===== src/sv/weighted_sum_tree_sampler_unit_macros.svh =====
// Assertion macros shared by the sum-tree sampler RTL.
// Define ASSERT_OFF to compile the checks away; no other dependencies.
`ifndef WEIGHTED_SUM_TREE_SAMPLER_UNIT_MACROS_SVH
`define WEIGHTED_SUM_TREE_SAMPLER_UNIT_MACROS_SVH
`ifndef ASSERT_OFF
`define WSTS_ASSERT_IMPL(label, clk, rst_n, ante, cons) \
	label: assert property (@(posedge clk) disable iff (!(rst_n)) (ante) |-> (cons)) \
		else $error("assertion failed");
`define WSTS_ASSERT_NEXT(label, clk, rst_n, ante, cons) \
	label: assert property (@(posedge clk) disable iff (!(rst_n)) (ante) |=> (cons)) \
		else $error("assertion failed");
`else
`define WSTS_ASSERT_IMPL(label, clk, rst_n, ante, cons)
`define WSTS_ASSERT_NEXT(label, clk, rst_n, ante, cons)
`endif
`endif


===== src/sv/wsts_pkg.sv =====
// Shared constants and types of the sum-tree sampler.
// No dependencies.
package wsts_pkg;
	localparam int LEAF_BITS_DEF   = 10;
	localparam int HANDLE_BITS_DEF = 16;
	localparam int SUM_W           = 48;
	localparam int WEIGHT_W        = 32;
	localparam int DRAW_W          = 64;
	localparam int REQ_W           = 2;
	localparam int STATUS_W        = 2;

	localparam logic [REQ_W-1:0] REQ_INSERT = 2'd0;
	localparam logic [REQ_W-1:0] REQ_REMOVE = 2'd1;
	localparam logic [REQ_W-1:0] REQ_UPDATE = 2'd2;
	localparam logic [REQ_W-1:0] REQ_SELECT = 2'd3;

	localparam logic [STATUS_W-1:0] ST_OK    = 2'd0;
	localparam logic [STATUS_W-1:0] ST_FULL  = 2'd1;
	localparam logic [STATUS_W-1:0] ST_EMPTY = 2'd2;

	typedef struct packed {
		logic lo_en;
		logic hi_en;
		logic sat_en;
	} mul_ctl_t;
endpackage


===== src/sv/wsts_mul.sv =====
// Shared 32x32 multiplier forming a saturated 48x32 product in three steps.
// Depends on wsts_pkg.
module wsts_mul (
	input  logic                               clk,
	input  wsts_pkg::mul_ctl_t                 ctl,
	input  logic [wsts_pkg::SUM_W-1:0]         sum,
	input  logic [wsts_pkg::WEIGHT_W-1:0]      rate,
	output logic [wsts_pkg::DRAW_W-1:0]        prod
);
	import wsts_pkg::*;

	localparam int HI_W = SUM_W - WEIGHT_W;

	logic [WEIGHT_W-1:0]      mul_a;
	logic [2*WEIGHT_W-1:0]    mul_p;
	logic [2*WEIGHT_W-1:0]    prod_lo_q;
	logic [HI_W+WEIGHT_W-1:0] prod_hi_q;
	logic [DRAW_W:0]          wide;
	logic                     ovf;
	logic [DRAW_W-1:0]        prod_q;

	assign mul_a = ctl.hi_en ? WEIGHT_W'(sum[SUM_W-1:WEIGHT_W]) : sum[WEIGHT_W-1:0];
	assign mul_p = (2*WEIGHT_W)'(mul_a) * (2*WEIGHT_W)'(rate);
	assign ovf   = |prod_hi_q[HI_W+WEIGHT_W-1:WEIGHT_W];
	assign wide  = (DRAW_W+1)'(prod_lo_q) + {1'b0, prod_hi_q[WEIGHT_W-1:0], {WEIGHT_W{1'b0}}};

	always_ff @(posedge clk) begin
		if (ctl.lo_en) begin
			prod_lo_q <= mul_p;
		end
		if (ctl.hi_en) begin
			prod_hi_q <= mul_p[HI_W+WEIGHT_W-1:0];
		end
		if (ctl.sat_en) begin
			prod_q <= (ovf || wide[DRAW_W]) ? '1 : wide[DRAW_W-1:0];
		end
	end

	assign prod = prod_q;
endmodule


===== config.mk =====
export PLATFORM = sky130hd
export DESIGN_NAME = wsts_mul
export DESIGN_NICKNAME = d
export VERILOG_FILES = /design/src/sv/weighted_sum_tree_sampler_unit_macros.svh /design/src/sv/wsts_pkg.sv /design/src/sv/wsts_mul.sv
export SDC_FILE = /design/constraint.sdc
export NUM_CORES = 2
export LEC_CHECK = 0
export ABC_AREA = 1
export BUFFER_PORTS_ARGS = -buffer_cell sky130_fd_sc_hd__buf_2
export CAP_MARGIN = 20
export CORE_ASPECT_RATIO = 1.1
export CORE_MARGIN = 1
export CORE_UTILIZATION = 56
export DETAILED_ROUTE_END_ITERATION = 16
export PLACE_DENSITY = 0.85
export SETUP_SLACK_MARGIN = 0.02
export SYNTH_ARGS = -nofsm -noshare
export SYNTH_HDL_FRONTEND = slang
export SYNTH_SLANG_ARGS = --single-unit

===== constraint.sdc =====
create_clock -name clk -period 13.02 [get_ports clk]
set_input_delay 1.302 -clock clk [delete_from_list [all_inputs] [get_ports clk]]
set_output_delay 1.302 -clock clk [all_outputs]
set_load 0.005 [all_outputs]

== After elaboration in Yosys (flattened, before gate mapping) ==
Index checks and enable logic that the tools add are counted.

* Add/subtract/negate cells: 1
* Multiply operators: 1
* Div/mod/pow operators: 0
* Order comparisons: 0
* Equal/unequal tests: 0
* Shift operators: 0
* Mux-type cells: 1
* Bitwise operators: 0
* Reduce and logical (&&, ||, !) cells: 2

{| class="wikitable"
|+ Operator list
! cell !! count
|-
| $add A64 B64 Y65 || 1
|-
| $mul A32 B32 Y64 || 1
|-
| $mux W32 || 1
|-
| $reduce_or A16 Y1 || 1
|-
| $logic_or A1 B1 Y1 || 1
|}

* Register bits after elaboration: 176
* Bits in latches: 0
* RAM bits: 0
* Bits in read-only memories: 0
* Output and inout bits: 64
* Logic and storage cells: 8
* Memories kept: 0

== Depth between registers and ports, before layout ==
* Depth in word-level cells: 2
* Depth in mapped cells: 36
* Depth with buffers taken out: 33

== Least setup slack after synthesis ==
Ideal clock, no wire load.

* Path kind: input port to flip-flop
* Start point: in ctl[1] (netlist name)
* End point: reg prod_lo_q[55] (data pin)
* Setup time: 0.252 ns
* Arrival: 7.563 ns
* Required time: 12.768 ns
* Path slack: 5.205 ns
* Stages: 30
* Buffers on the path: 3
* Path through: inv_1 -> buf_2 -> buf_4 -> nand2_1 -> inv_1 -> clkbuf_1 -> nand2_1 -> fa_1 -> inv_1 -> fa_1 -> fa_1 -> inv_1 -> fa_1 -> inv_1 -> fa_1 -> fa_1 -> fa_1 -> inv_1 -> fa_1 -> inv_1 -> ha_1 -> nand2_1 -> nor2_1 -> inv_1 -> nor3_1 -> nand2_1 -> nor3_1 -> nand2_1 -> nand3_1 -> nand2_1

* Cells in the longest elaborated chain, start to end: 2

{| class="wikitable"
|+ RTL lines
! item !! line !! text
|-
| start: declaration || wsts_mul.sv:5 || <nowiki>input wsts_pkg::mul_ctl_t ctl,</nowiki>
|-
| $mux W32 || wsts_mul.sv:22 || <nowiki>assign mul_a = ctl.hi_en ? WEIGHT_W'(sum[SUM_W-1:WEIGHT_W]) : sum[WEIGHT_W-1:0];</nowiki>
|-
| $mul A32 B32 Y64 || wsts_mul.sv:23 || <nowiki>assign mul_p = (2*WEIGHT_W)'(mul_a) * (2*WEIGHT_W)'(rate);</nowiki>
|-
| via mul_p[55] || wsts_mul.sv:15 || <nowiki>logic [2*WEIGHT_W-1:0] mul_p;</nowiki>
|-
| end signal: assignment || wsts_mul.sv:29 || <nowiki>prod_lo_q <= mul_p;</nowiki>
|-
| end: declaration || wsts_mul.sv:16 || <nowiki>logic [2*WEIGHT_W-1:0] prod_lo_q;</nowiki>
|}

The timed path passes the listed nets, and every way through them passes these cells.
A chain may end at the register's enable or synchronous reset.

== Worst setup path after layout ==
* Start point: in ctl[1] (netlist name)
* End point: reg prod_lo_q[34] (data pin)

The elaborated chain is that of the path after synthesis.

==> out/results.ini <==
[run_status]
status=completed

[floorplan]
row_count=105
die_h_um=290.3
die_w_um=264.1
num_io_pins=148
core_mm2=0.07462
die-area_mm2=0.07666
initial_utilization=0.5670

[detailed_routing]
firstDrtPassIters=6
viasPerCell=5.677
avgRoutedWirePerCell_um=22.50
drc=0
ant_nets=0
wirelength_um=139600
dr_total_vias=35230
drt_iter0_markers=3457

[setup_path]
critPathKind=in -> reg
crit_arrival_ns=10.14
start_kind=input port
rr_worst_depth=14
critPathMostFrequentCell=fa_1
crit_fanout=32
critical_path.max_stage_delay_ns=1.05
endpoint_kind=flop
cp.required_ns=13.24
cp_slowest_cell=clkinv_1

[global_routing]
grt_usage=0.3729
antenna_found_initial=2
grt_max_degree=65
grt_pass1_wl_um=211100
grt_pass1_vias=36920
gr-total-overflow=0

[synthesis]
yosys.area.top_type=fa_1
synth-compound-area-share=0.01686
syn-cell-area_mm2=0.04231
ys.flop_type=edfxtp_1
muxShareOfSynthArea=0
synthAdderAreaFrac=0.5117
async_reset_ff_frac=0
ys_top_cells_by_area=fa_1 42%, edfxtp_1 12%, inv_1 12%, nand2_1 11%, ha_1 8.7%
synthSimpleGateAreaFrac=0.1978
yosysTopAreaCellShare=0.4244
synthDistinctLibCells=35
synth.ff_latch_count=176
synth_edf_count=176
seq_area_frac_synth=0.1249
syn_inst=5203
synth_top_family_by_area=adder cells
avgSynthCellArea_um2=8.132
syn-num-nets=6479
yosys_warnings=0
synth_xor_area_frac=0.01035

[layout]
regArea_mm2=0.005285
multi_input_area_mm2=0.03117
area_growth_pct=4.891
fillCellCount=6464
fin_area_mm2=0.04438
drive_gt1_frac=0.05363
final_nets=6503

[clock_network]
post_cts_buffers=0
cts_resized=0
cts_tree=built
cts-root-buf=clkbuf_16
numCtsBuffers=17
insertion_delay_ns=0.45
cts_hold_buf=0
clk_path_buf_depth=2
clock-sinks=176
h-tree-depth=4
clk_pin_slew_ns=0.07

[sta]
hold_violations=0
finalSetupViolCount=0
fin_setup_tns_ns=0
fin_crit_ns=9.921
max_freq_mhz=100.8
slew_headroom=0.2297
drv_slew=0
tightest_slew_ns=1.148
period_share=0.7620
timing.final.ws_setup_ns=3.099
rsz0062_at_grt=false
final.setup_skew_ns=0.01012

[place]
post-dp-hpwl_um=111800
io_buffers=147
gp_congestion=1.011
placed_area_mm2=0.04373
post-place-ws_ns=2.848

[job]
maxCapViolCount=0

[hold_path]
hp-class=reg -> reg
hold_depth=2

[cells in the final DEF (no fill, tap or decap), types with 4 or more instances in the layout]
| cell | synthesis | routed |
|---|---|---|
| o21ai_0 | 33 | 33 |
| ha_1 | 295 | 295 |
| nor2_1 | 719 | 719 |
| buf_2 | 47 | 147 |
| fa_1 | 897 | 897 |
| nand2_2 | 9 | 9 |
| nand3_1 | 79 | 79 |
| clkinv_8 | 0 | 4 |
| xor2_1 | 46 | 46 |
| edfxtp_1 | 176 | 176 |
| clkbuf_16 | 0 | 17 |
| a21oi_1 | 80 | 80 |
| buf_4 | 2 | 36 |
| nor4_1 | 4 | 4 |
| xnor2_1 | 4 | 4 |
| inv_2 | 6 | 6 |
| nand3_2 | 12 | 12 |
| clkinv_1 | 14 | 14 |
| nor3_1 | 22 | 22 |
| or2_2 | 33 | 33 |
| inv_1 | 1330 | 1330 |
| o21bai_1 | 12 | 12 |
| nand2_1 | 1222 | 1222 |
| nand4_1 | 21 | 21 |
[routing by layer]
layer  track usage  wire, um  vias to the layer above
met5             0        12                        -
met4        0.2820     13200                        2
met3       0.09583     15940                      774
met2        0.5958     63810                     2354
met1        0.4322     46640                    17120
li1              -         -                    14970
[worst max-delay path, delay by kind of cell]
kind	cells	cell delay, ns
AOI/OAI and AO/OA	1	0.38
buffers and inverters	8	1.75
adders and majority gates	9	4.48
and+or+nand+nor	6	1.81
xor gates and xnor gates	1	0.34
[Yosys cell counts, types with 2 or more instances]
| master | instances |
|---|---|
| inv_1 | 1330 |
| nand2_1 | 1222 |
| fa_1 | 897 |
| nor2_1 | 719 |
| ha_1 | 295 |
| edfxtp_1 | 176 |
| clkbuf_1 | 115 |
| a21oi_1 | 80 |
| nand3_1 | 79 |
| buf_2 | 47 |
| xor2_1 | 46 |
| o21ai_0 | 33 |
| or2_2 | 33 |
| nor3_1 | 22 |
| nand4_1 | 21 |
| clkinv_1 | 14 |
| nand3_2 | 12 |
| o21bai_1 | 12 |
| nand2_2 | 9 |
| buf_1 | 8 |
| inv_2 | 6 |
| buf_6 | 5 |
| nor4_1 | 4 |
| xnor2_1 | 4 |
| a21o_1 | 2 |
| buf_4 | 2 |
| nor2_2 | 2 |
[final cells by class]
cell class | instances | share of cell area
diodes | 2 | 0.0001128
clock buffers | 17 | 0.009586
clock inverters | 15 | 0.004878
inverters | 1350 | 0.1142
multi-input cells | 3499 | 0.7023
flip-flops and latches | 176 | 0.1191
well taps | 963 | 0.02715
repair buffers | 183 | 0.02267
[per-stage QoR]
step           std cells  hold WS (ns)    util
6_report            6205        0.5030  0.5947
5_1_grt             6203        0.5194  0.5947
4_1_cts             6203        0.5063  0.5947
3_5_place_dp        6171        0.4884  0.5861
3_3_place_gp        6171        0.4855  0.5861
2_1_floorplan       5203        0.4786       -
[path summary, 6_finish.rpt]
path	startpoint	endpoint	slack, ns
min	prod_lo_q[2]$_DFFE_PP_	prod[2]$_SDFFCE_PP1P_	0.50
max	ctl[1]	prod_lo_q[34]$_DFFE_PP_	3.10
max reg2reg	prod_hi_q[0]$_DFFE_PP_	prod[63]$_SDFFCE_PP1P_	10.01
min reg2reg	prod_lo_q[2]$_DFFE_PP_	prod[2]$_SDFFCE_PP1P_	0.50
[sequential cells by signal, indices dropped and copies added (netlist names)]
name / flops
prod: 64
prod_lo_q: 64
prod_hi_q: 48
[cell families (layout without fill, tap and decap cells)]
| family | after synthesis | after routing |
|---|---|---|
| AOI/OAI and AO/OA | 132 | 132 |
| xor gates and xnor gates | 50 | 50 |
| adders and majority gates | 1192 | 1192 |
| buffers and inverters | 1528 | 1565 |
| DFF | 176 | 176 |
| other | 0 | 2 |
| and+or+nand+nor | 2125 | 2125 |
Power is left out: the tool's default activity adds up to more than one toggle a clock period on the data nets, which glitch-free logic cannot reach.
